[config.mk]
export PLATFORM = sky130hd
export DESIGN_NAME = tilt_gesture_to_mouse_events_unit
export DESIGN_NICKNAME = d
export VERILOG_FILES = /design/src/rtl/tgm_pkg.sv /design/src/rtl/tgm_cursor.sv /design/src/rtl/tgm_gesture.sv /design/src/rtl/tilt_gesture_to_mouse_events_unit.sv
export SDC_FILE = /design/constraint.sdc
export NUM_CORES = 1
export LEC_CHECK = 0
export BUFFER_PORTS_ARGS = -buffer_cell sky130_fd_sc_hd__buf_2
export CORE_MARGIN = 5
export CORE_UTILIZATION = 60
export DETAILED_ROUTE_END_ITERATION = 10
export PLACE_DENSITY_LB_ADDON = 0.08
export SLEW_MARGIN = 5
export SYNTH_ARGS = -nofsm -noshare
export SYNTH_HDL_FRONTEND = slang
export SYNTH_SLANG_ARGS = --single-unit
[constraint.sdc]
create_clock -name clock -period 9.2 [get_ports clock]
set_clock_uncertainty 0.1 [all_clocks]
set_input_delay 0.46 -clock clock [delete_from_list [all_inputs] [get_ports clock]]
set_output_delay 0.46 -clock clock [all_outputs]
set_load 0.02 [all_outputs]
[src/rtl/tgm_pkg.sv]
// shared types, register indexes and reset values of the tilt gesture unit
`default_nettype none

package tgm_pkg;

   localparam int unsigned CSR_ADDR_W  = 3;
   localparam int unsigned CSR_DATA_W  = 16;
   localparam int unsigned COUNT_W     = 4;

   localparam logic [14:0] MOVE_DEAD_ZONE_RST      = 15'd410;
   localparam logic [14:0] CLICK_THRESHOLD_RST     = 15'd2048;
   localparam logic [7:0]  X_GAIN_RST              = 8'd30;
   localparam logic [7:0]  Y_GAIN_RST              = 8'd60;
   localparam logic signed [15:0] ALT_ANGLE_THR_RST = 16'sd5120;
   localparam logic signed [15:0] ALT_RATE_THR_RST  = 16'sd1280;
   localparam logic [15:0] ZOOM_WINDOW_TICKS_RST   = 16'd1500;

   localparam logic [COUNT_W-1:0] CLICK_COUNT_MAX  = 4'd15;
   localparam logic [COUNT_W-1:0] ZOOM_IN_CLICKS   = 4'd3;
   localparam logic [COUNT_W-1:0] ZOOM_OUT_CLICKS  = 4'd4;

   typedef enum logic [CSR_ADDR_W-1:0] {
      CSR_MOVE_DEAD_ZONE    = 3'd0,
      CSR_CLICK_THRESHOLD   = 3'd1,
      CSR_X_GAIN            = 3'd2,
      CSR_Y_GAIN            = 3'd3,
      CSR_ALT_ANGLE_THR     = 3'd4,
      CSR_ALT_RATE_THR      = 3'd5,
      CSR_ZOOM_WINDOW_TICKS = 3'd6
   } csr_index_type;

   typedef struct packed {
      logic [14:0]        move_dead_zone;
      logic [14:0]        click_threshold;
      logic [7:0]         x_gain;
      logic [7:0]         y_gain;
      logic signed [15:0] alt_angle_threshold;
      logic signed [15:0] alt_rate_threshold;
      logic [15:0]        zoom_window_ticks;
   } cfg_type;

   typedef struct packed {
      logic signed [15:0] tilt1_x;
      logic signed [15:0] tilt1_y;
      logic signed [15:0] tilt2_x;
      logic signed [15:0] angle1_y;
      logic signed [15:0] angle2_y;
      logic signed [15:0] rate1_x;
      logic signed [15:0] rate2_x;
   } req_type;

   typedef struct packed {
      logic              move_valid;
      logic signed [7:0] move_dx;
      logic signed [7:0] move_dy;
      logic              right_click;
      logic              left_click;
      logic              alt_tab;
      logic              zoom_in;
      logic              zoom_out;
      logic              release_buttons;
   } rsp_type;

   typedef struct packed {
      logic move_valid;
      logic signed [7:0] move_dx;
      logic signed [7:0] move_dy;
   } move_type;

   typedef struct packed {
      logic right_click;
      logic left_click;
      logic alt_tab;
      logic zoom_in;
      logic zoom_out;
      logic release_buttons;
   } gest_type;

endpackage

`default_nettype wire

[src/rtl/tgm_cursor.sv]
// cursor deltas from sensor 1 tilt: dead zone, gain, truncation and saturation
`default_nettype none

module tgm_cursor (
   input  tgm_pkg::req_type  item,
   input  tgm_pkg::cfg_type  cfg,
   output tgm_pkg::move_type move
);
   import tgm_pkg::*;

   function automatic logic [16:0] magnitude(input logic signed [15:0] a);
      logic [16:0] ext;
      ext = {a[15], a};
      return a[15] ? (17'd0 - ext) : ext;
   endfunction

   function automatic logic signed [7:0] scale(input logic signed [15:0] a,
                                                input logic [7:0] gain,
                                                input logic negate);
      logic signed [24:0] prod;
      logic signed [24:0] biased;
      logic signed [12:0] quot;
      logic signed [13:0] val;
      logic signed [7:0]  res;
      prod   = a * $signed({1'b0, gain});
      biased = prod + (prod[24] ? 25'sd4095 : 25'sd0);
      quot   = 13'(biased >>> 12);
      val    = negate ? -14'(quot) : 14'(quot);
      if (val > 14'sd127) begin
         res = 8'sd127;
      end else if (val < -14'sd127) begin
         res = -8'sd127;
      end else begin
         res = 8'(val);
      end
      return res;
   endfunction

   logic x_on;
   logic y_on;

   assign x_on = magnitude(item.tilt1_x) > {2'b00, cfg.move_dead_zone};
   assign y_on = magnitude(item.tilt1_y) > {2'b00, cfg.move_dead_zone};

   assign move.move_valid = x_on || y_on;
   assign move.move_dx    = y_on ? scale(item.tilt1_y, cfg.x_gain, 1'b0) : 8'sd0;
   assign move.move_dy    = x_on ? scale(item.tilt1_x, cfg.y_gain, 1'b1) : 8'sd0;

endmodule

`default_nettype wire

[src/rtl/tgm_gesture.sv]
// click hold state, left click counting, zoom window and alt-tab test
`default_nettype none

module tgm_gesture (
   input  wire               clock,
   input  wire               reset,
   input  wire               step,
   input  tgm_pkg::req_type  item,
   input  tgm_pkg::cfg_type  cfg,
   output tgm_pkg::gest_type gest
);
   import tgm_pkg::*;

   logic               right_held_ff, right_held_in;
   logic               left_held_ff, left_held_in;
   logic [COUNT_W-1:0] click_count_ff, click_count_in;
   logic               window_active_ff, window_active_in;
   logic [15:0]        window_timer_ff, window_timer_in;

   logic signed [16:0] t2x;
   logic signed [16:0] ct_pos;
   logic signed [16:0] ct_neg;

   assign t2x    = 17'(item.tilt2_x);
   assign ct_pos = $signed({2'b00, cfg.click_threshold});
   assign ct_neg = -ct_pos;

   always_comb begin
      right_held_in    = right_held_ff;
      left_held_in     = left_held_ff;
      click_count_in   = click_count_ff;
      window_active_in = window_active_ff;
      window_timer_in  = window_timer_ff;
      gest             = '0;

      if (right_held_ff) begin
         if (t2x <= ct_pos) right_held_in = 1'b0;
      end else if (left_held_ff) begin
         if (t2x >= ct_neg) begin
            left_held_in = 1'b0;
            if (click_count_ff != CLICK_COUNT_MAX) click_count_in = click_count_ff + 1'b1;
         end
      end else if (t2x > ct_pos) begin
         gest.right_click = 1'b1;
         right_held_in    = 1'b1;
      end else if (t2x < ct_neg) begin
         gest.left_click = 1'b1;
         left_held_in    = 1'b1;
      end

      gest.alt_tab = !right_held_in && !left_held_in
                     && (item.angle1_y > cfg.alt_angle_threshold)
                     && (item.angle2_y > cfg.alt_angle_threshold)
                     && (item.rate2_x > cfg.alt_rate_threshold)
                     && (item.rate1_x > cfg.alt_rate_threshold);

      if (!window_active_ff) begin
         if (click_count_in != '0) begin
            window_active_in = 1'b1;
            window_timer_in  = cfg.zoom_window_ticks;
         end
      end else if (window_timer_ff <= 16'd1) begin
         gest.zoom_in     = click_count_in == ZOOM_IN_CLICKS;
         gest.zoom_out    = click_count_in == ZOOM_OUT_CLICKS;
         click_count_in   = '0;
         window_active_in = 1'b0;
         window_timer_in  = '0;
      end else begin
         window_timer_in = window_timer_ff - 16'd1;
      end

      gest.release_buttons = (t2x < ct_pos) && (t2x > ct_neg);
   end

   always_ff @(posedge clock) begin
      if (reset) begin
         right_held_ff    <= 1'b0;
         left_held_ff     <= 1'b0;
         click_count_ff   <= '0;
         window_active_ff <= 1'b0;
         window_timer_ff  <= '0;
      end else if (step) begin
         right_held_ff    <= right_held_in;
         left_held_ff     <= left_held_in;
         click_count_ff   <= click_count_in;
         window_active_ff <= window_active_in;
         window_timer_ff  <= window_timer_in;
      end
   end

endmodule

`default_nettype wire

[src/rtl/tilt_gesture_to_mouse_events_unit.sv]
// top level: control registers, input register, cursor and gesture logic and result register
//
// Each accepted item is one sensor tick and gives exactly one result item. An item
// sits in the input register while the cursor and gesture logic evaluate it, and
// its result then lands in the result register. One item is accepted every cycle
// as long as results are taken; a stalled result register holds the input
// register, which in turn drops req_ready. Control registers are written through
// csr_we/csr_addr/csr_wdata; indexes beyond the last register are ignored.
`default_nettype none

module tilt_gesture_to_mouse_events_unit (
   input  wire                                clock,
   input  wire                                reset,
   input  wire                                req_valid,
   output logic                               req_ready,
   input  tgm_pkg::req_type                   req_data,
   output logic                               rsp_valid,
   input  wire                                rsp_ready,
   output tgm_pkg::rsp_type                   rsp_data,
   input  wire                                csr_we,
   input  wire [tgm_pkg::CSR_ADDR_W-1:0]      csr_addr,
   input  wire [tgm_pkg::CSR_DATA_W-1:0]      csr_wdata
);
   import tgm_pkg::*;

   cfg_type  cfg_ff;
   logic     in_valid_ff;
   req_type  in_data_ff;
   logic     rsp_valid_ff;
   rsp_type  rsp_data_ff;

   logic     advance;
   move_type move;
   gest_type gest;

   assign advance   = in_valid_ff && (!rsp_valid_ff || rsp_ready);
   assign req_ready = !in_valid_ff || advance;
   assign rsp_valid = rsp_valid_ff;
   assign rsp_data  = rsp_data_ff;

   always_ff @(posedge clock) begin
      if (reset) begin
         cfg_ff.move_dead_zone      <= MOVE_DEAD_ZONE_RST;
         cfg_ff.click_threshold     <= CLICK_THRESHOLD_RST;
         cfg_ff.x_gain              <= X_GAIN_RST;
         cfg_ff.y_gain              <= Y_GAIN_RST;
         cfg_ff.alt_angle_threshold <= ALT_ANGLE_THR_RST;
         cfg_ff.alt_rate_threshold  <= ALT_RATE_THR_RST;
         cfg_ff.zoom_window_ticks   <= ZOOM_WINDOW_TICKS_RST;
      end else if (csr_we) begin
         unique case (csr_addr)
            CSR_MOVE_DEAD_ZONE:    cfg_ff.move_dead_zone      <= csr_wdata[14:0];
            CSR_CLICK_THRESHOLD:   cfg_ff.click_threshold     <= csr_wdata[14:0];
            CSR_X_GAIN:            cfg_ff.x_gain              <= csr_wdata[7:0];
            CSR_Y_GAIN:            cfg_ff.y_gain              <= csr_wdata[7:0];
            CSR_ALT_ANGLE_THR:     cfg_ff.alt_angle_threshold <= $signed(csr_wdata);
            CSR_ALT_RATE_THR:      cfg_ff.alt_rate_threshold  <= $signed(csr_wdata);
            CSR_ZOOM_WINDOW_TICKS: cfg_ff.zoom_window_ticks   <= csr_wdata;
            default: ;
         endcase
      end
   end

   always_ff @(posedge clock) begin
      if (reset) begin
         in_valid_ff  <= 1'b0;
         rsp_valid_ff <= 1'b0;
      end else begin
         if (req_ready) in_valid_ff <= req_valid;
         if (advance) begin
            rsp_valid_ff <= 1'b1;
         end else if (rsp_ready) begin
            rsp_valid_ff <= 1'b0;
         end
      end
   end

   always_ff @(posedge clock) begin
      if (req_valid && req_ready) in_data_ff <= req_data;
      if (advance) begin
         rsp_data_ff.move_valid      <= move.move_valid;
         rsp_data_ff.move_dx         <= move.move_dx;
         rsp_data_ff.move_dy         <= move.move_dy;
         rsp_data_ff.right_click     <= gest.right_click;
         rsp_data_ff.left_click      <= gest.left_click;
         rsp_data_ff.alt_tab         <= gest.alt_tab;
         rsp_data_ff.zoom_in         <= gest.zoom_in;
         rsp_data_ff.zoom_out        <= gest.zoom_out;
         rsp_data_ff.release_buttons <= gest.release_buttons;
      end
   end

   tgm_cursor u_cursor (
      .item (in_data_ff),
      .cfg  (cfg_ff),
      .move (move)
   );

   tgm_gesture u_gesture (
      .clock (clock),
      .reset (reset),
      .step  (advance),
      .item  (in_data_ff),
      .cfg   (cfg_ff),
      .gest  (gest)
   );

endmodule

`default_nettype wire

==> results of run 1 <==
==> cells by family (layout without fill, tap and decap cells) <==
logic type                 Yosys count  after routing  share of synthesized area, %
muxes                                9              9                        0.4030
xor gates and xnor gates            99             99                         3.627
and+or+nand+nor                    894            894                         18.62
adders and majority gates          447            447                         29.80
other                                0              2                             0
AOI/OAI and AO/OA                  464            464                         13.06
buffers and inverters              478            699                         7.578
DFF                                254            254                         26.92
==> power by group through the flow <==
stage          Combinational (mW)  Clock (mW)  Sequential [mW]
6_report                     4.43        1.16             1.39
5_1_grt                      5.00        1.22             1.40
4_1_cts                      4.42        1.18             1.39
3_5_place_dp                 4.35           0             1.41
3_3_place_gp                 4.22           0             1.41
2_1_floorplan                3.44           0             1.42
==> state kept, by name, summed over array words and instances, names as in the netlist <==
signal                      count
u_gesture.left_held_ff          1
in_valid_ff                     1
rsp_data                       23
in_data_ff                    112
u_gesture.window_active_ff      1
u_gesture.click_count_ff        4
cfg_ff                         94
u_gesture.right_held_ff         1
u_gesture.window_timer_ff      16
rsp_valid                       1
==> cells in the final DEF, fill, tap and decap left out, types with 8 or more instances in the layout <==
master           n
nand2_1        370
inv_1          367
ha_1           243
fa_1           204
buf_2          159
a21oi_1        155
and2_1         154
edfxtp_1       135
dfxtp_1        119
dlygate4sd3_1  112
nor2_1          87
xnor2_1         76
o21ai_0         64
o21a_1          53
nand3_1         42
nand4_1         41
nor3_1          35
nor2b_1         32
a21o_1          31
clkbuf_16       30
nand2b_1        29
xor2_1          23
nor4_1          21
nand3b_1        20
o31ai_1         15
a211o_1         15
a211oi_1        14
or3_1           13
and3_1          12
a31oi_1         12
o41ai_1         10
o211ai_1        10
and4_1           8
a311oi_1         8
==> cells in the mapped netlist, types with 7 or more instances <==
| cell | count |
|---|---|
| clkbuf_1 | 100 |
| o211ai_1 | 10 |
| nand3b_1 | 20 |
| o21a_1 | 53 |
| and2_1 | 155 |
| a21oi_1 | 155 |
| nor3_1 | 36 |
| a31oi_1 | 12 |
| a311oi_1 | 8 |
| o41ai_1 | 10 |
| or3_1 | 13 |
| dfxtp_1 | 119 |
| a211oi_1 | 14 |
| xor2_1 | 23 |
| o31ai_1 | 15 |
| a21o_1 | 31 |
| nor2b_1 | 32 |
| xnor2_1 | 76 |
| ha_1 | 243 |
| o21ai_0 | 64 |
| nand2_1 | 370 |
| nand2b_1 | 29 |
| and4_1 | 8 |
| edfxtp_1 | 135 |
| fa_1 | 204 |
| nand4_1 | 41 |
| nor2_1 | 87 |
| inv_1 | 368 |
| and3_1 | 12 |
| nand3_1 | 42 |
| a211o_1 | 15 |
| nor4_1 | 21 |
| o21bai_1 | 7 |
| a221oi_1 | 7 |
==> final timing paths <==
kind | from | endpoint | slack [ns] | cells past startpoint
worst max register to register | in_data_ff[111] | rsp_data[11] | 0.92 | 25
worst min register to register | cfg_ff[29] | cfg_ff[29] | 0.35 | 2
worst min-delay path | req_data[101] | in_data_ff[101] | 0.03 | 1
worst max-delay path | in_data_ff[111] | rsp_data[11] | 0.92 | 25
==> cell type report <==
type,instances,area [um2]
multi-input combinational,1913,15670
fill,3137,12490
sequential,254,6436
timing repair buffer,277,1962
inverter,368,1381
clock buffer,45,869.6
tap,525,656.9
clock inverter,9,81.33
antenna,2,5.005
==> worst register-to-register path, cell delays in order (launching register included) <==
cell,delay [ns]
edfxtp_1,0.79
nand2_1,0.26
fa_1,0.66
inv_1,0.16
fa_1,0.52
fa_1,0.49
inv_1,0.05
fa_1,0.52
inv_1,0.04
ha_1,0.38
o21ai_0,0.10
a21o_1,0.18
a211oi_2,0.24
nor3_2,0.12
or4_4,0.58
a21boi_2,0.25
nand2_1,0.10
xnor2_1,0.16
ha_1,0.33
nand3b_1,0.13
mux2i_2,0.40
o21ai_1,0.18
o21ba_2,0.26
a211oi_1,0.65
and2_1,0.25
o32ai_1,0.09
==> metrics by stage <==
step | std cells | cell area, um2 | util [%] | setup slack [ns]
6_report | 3393 | 27060 | 68.42 | 0.9160
5_1_grt | 3393 | 27060 | 68.42 | 0.1995
4_1_cts | 3391 | 27050 | 68.41 | 0.8890
3_5_place_dp | 3225 | 24980 | 63.17 | 0.8949
3_3_place_gp | 3225 | 24980 | 63.17 | 1.206
2_1_floorplan | 2645 | 23910 | - | 1.413
==> layer usage <==
| layer | up-vias | share of wire, % | global-route usage [%] |
|---|---|---|---|
| met5 | - | 0.024 | 0 |
| met4 | 4 | 3.1 | 7.808 |
| met3 | 129 | 5.4 | 4.141 |
| met2 | 532 | 49 | 46.24 |
| met1 | 9319 | 42 | 34.94 |
| li1 | 9292 | - | - |
==> metrics.txt, run 1 <==
vias in the first global route=19840; gr usage total=26.72%; Fmax=120.7 MHz; initial core utilization=about three fifths; #FFs+latches synth=254; post-synthesis average cell area=9.039 um2; Critical Path Sink Type=register; H-tree lvl count=1; Final min period=8.284 ns; ys flop type=edfxtp_1; maximum clock path buffer count=3; hold slack=slightly below 0.03 ns; period utilization=90.04%; Post-synth ARST share=0%; total chip power=roughly 7 mW; Max Cap Violations=0; row cnt=73; global-route wire length before repair=97.64 mm; PostCTS Resize Cnt=0; cell taking the most area after synthesis=fa_1; Fin. Hold Viols=0; Mapped Cells=2645; Distinct cells, synth=91; initial drt markers=around 1100; Final Max Slew Viols=0; critical path class=reg -> reg; RSZ-0062 raised after global routing=false; CTS sink count=254; Slew @ Worst Pin=1.230 ns; IO Pins=around 160; Area Overhead vs Synth=13.18%; worst relative slew slack=17.97%; final RePlAce weighted congestion=0.8952; largest net degree at the start of global routing=122; Via Count=about 19000; Setup TNS=0 ns; core box area=between 0.03 and 0.04 mm2; internal power=3.787 mW; Synth top area share=17.08%; syn_nets=3228; sequential fraction of the synthesis area=26.92%; share of cells above drive strength 1=8.479%; Syn. warnings=0; Synth area leaders=fa_1 17%, edfxtp_1 17%, ha_1 13%; hold buffer count at CTS=around 110; Final HPWL DP=roughly 44 mm; Comb power frac=63.5%; cell mode on critical path=fa_1; Crit path arrival time=8.47 ns; Seq pwr share=19.9%; PwrDens=258.2 mW/mm2; Final setup viols=0; clock slew at reported path FFs=0.06 ns; mapped cell area=0.02391 mm2; Die ar.=0.04394 mm2; GRT overflow=0; status=complete, no violations; DIE HEIGHT=209.6 um; slowest cell delay on critical path=0.79 ns; Remaining DRCs=0; TritonCTS buffer count=29; worst min-delay path class=in -> reg; Net Sw Frac=a little under half; drt wl/cell=between 15 and 20 um; Vias/cell=about 5.7; Clk pwr share=between 10% and 20%; postcts setup bufs=0; critical path peak fanout=24; peak supply drop=slightly above 0.2 mV; router iterations before antenna repair=5; P_sw=3.199 mW; number of flops mapped to enable cells by yosys=about 140; Port Buf Inserts=160; CP Buf/Inv Count=3; Clock Tree Root=clkbuf_16; crit path max-delay cell type=edfxtp_1; NumNets Final=3426; TritonCTS clock tree=built; latest clock arrival within the worst-skew pair=0.58 ns; crit start category=register; CP Data Required Time=between 9 and 10 ns; Crit path max-delay family=adder cells; antenna violations before repair=4; final wirelength=slightly below 60 mm; Die Wd=209.6 um; Lkg Pwr=approximately 12 nW; Antenna Nets Post-Route=0
No activity file was read; power rests on OpenSTA's default activity.
==> run 2: changes to the inputs <==
--- a/config.mk
+++ b/config.mk
@@ -13,4 +13,5 @@
 export SLEW_MARGIN = 5
 export SYNTH_ARGS = -nofsm -noshare
 export SYNTH_HDL_FRONTEND = slang
+export SYNTH_HIERARCHICAL = 1
 export SYNTH_SLANG_ARGS = --single-unit
==> metrics.txt, run 2 <==
router iterations before antenna repair=5; Reg-to-Reg End=rsp_data[19]; dpl cells=~3100; Synth top area share=approximately 17%; Clk pwr share=17.4%; crit path from=cfg_ff[57]; PwrDens=roughly 260 mW/mm2; worst min-delay path class=in -> reg; Lkg Pwr=approximately 13 nW; CTS sink count=254; Post-synth ARST share=0%; Port Buf Inserts=160; largest family of logic cells by synthesized area=adder cells; maximum clock path buffer count=3; Post-Synth XOR/XNOR Area=3.792%; Final min period=8.681 ns; worst relative slew slack=20.92%; Antenna Nets Post-Route=0; mapped cell area=0.02415 mm2; Net Sw Frac=45.57%; Via Count=about 18000; Distinct cells, synth=106; most frequent cell after synthesis=inv_1; vias in the first global route=19360; Hold Crit Depth=3; crit start category=register; simple-gate portion of the synthesized area=17.43%; initial core utilization=60.65%; initial drt markers=1201; gr usage total=26.38%; TritonCTS clock tree=built; most common cell after layout, fill and taps aside=inv_1; Vias/cell=5.603; DIE HEIGHT=210.6 um; TritonCTS buffer count=30; cell mode on critical path=fa_1; period utilization=a little over nine tenths; Fmax=between 100 and 150 MHz; Area Overhead vs Synth=13.94%; GRT overflow=0; Crit path arrival time=about 8.9 ns; Die ar.=around 0.044 mm2; #FFs+latches synth=around 250; R2R setup slack=just over 0.5 ns; Mapped Cells=2505; Setup TNS=0 ns; final wirelength=58.55 mm; status=complete, no violations; Remaining DRCs=0; Top reg by flops=in_data_ff; Seq pwr share=about 20%; crit path max-delay cell type=fa_1; share of cells above drive strength 1=10.51%; fin cells=3287; Die Wd=210.6 um; mux contribution to synthesized area=roughly 4.4%; latest clock arrival within the worst-skew pair=between 0.5 and 0.6 ns; Fin. Hold Viols=0; clock slew at reported path FFs=0.07 ns; P_sw=3.230 mW; cell taking the most area after synthesis=fa_1; largest net degree at the start of global routing=78; Final Max Slew Viols=0; NumNets Final=3322; row cnt=73; CP Data Required Time=around 9.4 ns; Critical Path Sink Type=register; CP endpoint=rsp_data[19]; internal power=3.857 mW; antenna violations before repair=3; critical path peak fanout=17; Final HPWL DP=approximately 44 mm; reg2reg start=cfg_ff[57]; most frequent cells in the layout=357 x inv_1, 245 x ha_1, 204 x fa_1; syn_nets=3091; Clock Tree Root=clkbuf_16; IO Pins=approximately 160; top post-synthesis cells by count=357 x inv_1, 246 x ha_1, 204 x fa_1, 180 x nand2_1, 156 x and2_1; ys flop type=edfxtp_1; drt wl/cell=17.81 um; slowest cell delay on critical path=about 0.74 ns; H-tree lvl count=1; Comb power frac=63.0%; global-route wire length before repair=96.52 mm; sequential fraction of the synthesis area=26.65%; flip-flop count of the largest register after layout=between 100 and 150; final RePlAce weighted congestion=around 0.89; Synth Area in Adders=29.65%; Syn. warnings=6; Max Cap Violations=0; Slew @ Worst Pin=1.169 ns; Synth Area in Compound Gates=10.75%; R2R depth=25; critical path class=reg -> reg; core box area=about 0.04 mm2; Synth area leaders=fa_1 17%, edfxtp_1 17%, ha_1 13%; Final setup viols=0; post-synthesis average cell area=9.641 um2; peak supply drop=0.2605 mV; number of flops mapped to enable cells by yosys=roughly 140
[run 2: changes by cell type after synthesis, moves of 20 or more]
cell and delta:
nor2_1 +34, nand2b_1 +83, a21oi_1 -64, mux2i_1 +98, nand2_1 -190, clkbuf_1 -30, nand3_1 -20, o21a_1 -28
[run 2: how the worst min path moves through the flow]
stage	start	endpoint	slack (ns)
floorplan	in_valid_ff	rsp_valid	0.33
global placement	in_valid_ff	rsp_valid	0.34
detailed placement	in_valid_ff	rsp_valid	0.36
CTS	csr_wdata[5]	cfg_ff[53]	0.03
global route	csr_wdata[11]	cfg_ff[75]	0.05
finish	csr_wdata[5]	cfg_ff[53]	0.05
[run 2: layout make-up]
cell class                      instances  area [um2]
Antenna cell                            3       7.507
Clock buffer                           39       875.8
Clock inverter                         16       151.4
Fill cell                            3123       12310
Inverter                              358        1344
Multi-Input combinational cell       1801       15970
Sequential cell                       254        6439
Tap cell                              525       656.9
Timing Repair Buffer                  291        2069
[run 2: logic make-up (layout without fill, tap and decap cells)]
kind of cell,count (synthesis),count (layout)
AOI/OAI and AO/OA,367,367
xor gates and xnor gates,102,102
adders and majority gates,450,450
buffers and inverters,450,704
DFF,254,254
muxes,106,106
other,0,3
and+or+nand+nor,776,776
[run 2: power groups by stage]
stage | clock, mW | sequential [mW] | combinational (mW)
floorplan | 0 | 1.43 | 3.46
finish | 1.23 | 1.39 | 4.47
CTS | 1.25 | 1.39 | 4.44
detailed placement | 0 | 1.41 | 4.37
global placement | 0 | 1.41 | 4.29
global route | 1.30 | 1.40 | 5.03
[run 2: what timing repair did]
item                                    4_1_cts  5_1_grt
setup buffers                                 0        3
hold buffers                                113        0
hold endpoints to repair                    113        0
endpoints found under the setup margin        0        7
resized for setup                             0        4
[run 2: worst max-delay path: cells and delay by family (launching register included)]
family,cells,cell delay (ns)
adder cells (fa/ha/maj),6,3.00
AND/OR/NAND/NOR,6,2.26
AO/OA/AOI/OAI,9,1.87
XOR/XNOR,2,0.52
flip-flops,1,0.49
buffers and inverters,2,0.18
[run 2: metrics by stage]
stage / worst slack (ns) / utilization, % / area (um2) / hold slack (ns) / power (mW)
6_report: 0.5187 / 69.10 / 27520 / 0.05357 / 7.087
5_1_grt: -0.001082 / 69.10 / 27520 / 0.05472 / 7.728
4_1_cts: 0.5098 / 69.00 / 27480 / 0.02606 / 7.083
3_5_place_dp: 0.5591 / 63.58 / 25320 / 0.3575 / 5.789
3_3_place_gp: 0.8064 / 63.58 / 25320 / 0.3434 / 5.696
2_1_floorplan: 1.017 / - / 24150 / 0.3342 / 4.885
[run 2: layer usage]
metal	global-route usage (%)	wire length, um	up-vias
met5	0	0	-
met4	7.333	1639	0
met3	3.461	2724	99
met2	47.18	29290	403
met1	33.79	24900	9009
li1	-	-	8907
==> run 3: changes to the inputs <==
--- a/config.mk
+++ b/config.mk
@@ -8,8 +8,9 @@
 export BUFFER_PORTS_ARGS = -buffer_cell sky130_fd_sc_hd__buf_2
 export CORE_MARGIN = 5
 export CORE_UTILIZATION = 60
+export CTS_BUF_LIST = sky130_fd_sc_hd__clkbuf_8
 export DETAILED_ROUTE_END_ITERATION = 10
-export PLACE_DENSITY_LB_ADDON = 0.08
+export PLACE_DENSITY = 0.79
 export SLEW_MARGIN = 5
 export SYNTH_ARGS = -nofsm -noshare
 export SYNTH_HDL_FRONTEND = slang
==> metrics.txt, run 3 (synthesis gave the netlist of run 2 again) <==
reg2reg start=cfg_ff[58]; Seq pwr share=19.4%; most common cell after layout, fill and taps aside=inv_1; final wirelength=60.45 mm; router iterations before antenna repair=5; TritonCTS buffer count=47; worst relative slew slack=23.67%; FILL cells=~3100; status=complete, no violations; slowest cell delay on critical path=0.77 ns; clock slew at reported path FFs=0.06 ns; Antenna Nets Post-Route=0; H-tree lvl count=2; Port Buf Inserts=160; min-delay src=csr_wdata[6]; total chip power=7.198 mW; Remaining DRCs=0; flip-flop count of the largest register after layout=between 100 and 150; dpl cells=a little over 3000; Max Cap Violations=0; vias in the first global route=~20000; largest net degree at the start of global routing=90; initial core utilization=approximately 60%; latest clock arrival within the worst-skew pair=0.66 ns; Reg-to-Reg End=rsp_data[18]; Area after DPL=0.02530 mm2; IO Pins=161; NumNets Final=about 3300; GRT overflow=0; DIE HEIGHT=210.6 um; TritonCTS clock tree=built; Fmax=114.5 MHz; final instance area=0.02761 mm2; CP Data Required Time=9.48 ns; gr usage total=27.62%; RSZ-0062 raised after global routing=false; CP Buf/Inv Count=2; critical path peak fanout=17; Worst Hold Path EP=cfg_ff[6]; Fin. Hold Viols=0; row cnt=73; fin cells=3326; core box area=0.03982 mm2; maximum clock path buffer count=3; critical path class=reg -> reg; worst min-delay path class=in -> reg; Final setup viols=0; Crit path max-delay family=adder cells; cell mode on critical path=fa_1; Final Util=69.34%; Net Sw Frac=46.02%; Setup TNS=0 ns; CP Depth=25; Final min period=8.730 ns; R2R depth=25; most frequent cells in the layout=370 x inv_1, 245 x ha_1, 204 x fa_1; CTS sink count=254; initial drt markers=1122; share of cells above drive strength 1=a little over a tenth; global-route wire length before repair=about 100 mm; Top reg by flops=in_data_ff; crit path from=cfg_ff[58]; period utilization=94.90%; Clk pwr share=17.3%; Crit path arrival time=approximately 9.0 ns; crit start category=register; Slew @ Worst Pin=1.130 ns; Lkg Pwr=12.86 nW; Comb power frac=63.3%; Via Count=19090; R2R setup slack=0.47 ns; Final Max Slew Viols=0; PwrDens=around 260 mW/mm2; Die ar.=0.04437 mm2; drt wl/cell=18.17 um; Hold Crit Depth=3; peak supply drop=0.2825 mV; Die Wd=210.6 um; Clock Tree Root=clkbuf_8; Critical Path Sink Type=register; internal power=3.886 mW; crit path max-delay cell type=fa_1; final RePlAce weighted congestion=approximately 0.89; Vias/cell=5.739; P_sw=3.313 mW; Area Overhead vs Synth=14.32%; antenna violations before repair=7; Final HPWL DP=~44 mm
==> run 3: worst max path at each step <==
| stage | endpoint | slack [ns] |
|---|---|---|
| final | rsp_data[18] | 0.47 |
| after global routing | rsp_data[18] | 0.04 |
| after detailed placement | rsp_data[8] | 0.38 |
| after floorplan | rsp_data[12] | 1.02 |
| after global placement | rsp_data[12] | 0.82 |
| after CTS | rsp_data[8] | 0.34 |
==> run 3: cell type report <==
type	instances	area [um2]	share of cell area, %
Multi-Input combinational cell	1801	15980	57.88
Sequential cell	254	6437	23.31
Timing Repair Buffer	293	2097	7.595
Inverter	358	1344	4.867
Clock buffer	56	770.7	2.791
Tap cell	525	656.9	2.379
Clock inverter	32	307.8	1.115
Antenna cell	7	17.52	0.06344
==> run 3: power groups by stage <==
| stage | logic [mW] | registers [mW] | clock network (mW) |
|---|---|---|---|
| floorplan | 3.46 | 1.43 | 0 |
| global placement | 4.24 | 1.41 | 0 |
| detailed placement | 4.40 | 1.42 | 0 |
| CTS | 4.47 | 1.39 | 1.27 |
| global route | 5.11 | 1.40 | 1.33 |
| finish | 4.56 | 1.39 | 1.25 |
==> run 3: per-layer routing <==
metal,up-vias,wire length [um],GRT usage (%),part of all wire (%)
li1,8951,-,-,-
met1,9361,24420,34.25,40
met2,626,30440,48.53,50
met3,151,3437,4.738,5.7
met4,0,2152,10.40,3.6
met5,-,0,0,0
==> run 3: repair_timing <==
action                                  in CTS  in global routing
endpoints found under the hold margin      120                  0
endpoints found under the setup margin       0                  7
resized for setup                            0                  4
hold buffers                               118                  0
setup buffers                                0                  3
==> run 3: worst reg2reg max path, stage by stage, from the launching register on <==
cell,delay [ns]
dfxtp_1,0.51
and2_1,0.29
fa_1,0.77
inv_1,0.13
fa_1,0.51
fa_1,0.49
inv_1,0.05
fa_1,0.47
ha_1,0.37
a21o_2,0.24
a21o_1,0.17
a211oi_1,0.32
o21a_1,0.25
o21bai_2,0.08
a221oi_2,0.30
xnor2_2,0.34
ha_1,0.42
nand4_1,0.13
or2_2,0.33
nor3_1,0.32
a2111oi_4,0.16
or4_4,0.63
or4b_4,0.56
xor2_2,0.18
o21bai_4,0.24
o21ai_1,0.10
==> run 3: per-stage QoR <==
step / hold slack (ns) / setup slack [ns]
after floorplan: 0.3342 / 1.017
after global placement: 0.3423 / 0.8156
after detailed placement: 0.3603 / 0.3770
after CTS: 0.01212 / 0.3370
after global routing: 0.05507 / 0.04043
final: 0.06469 / 0.4696
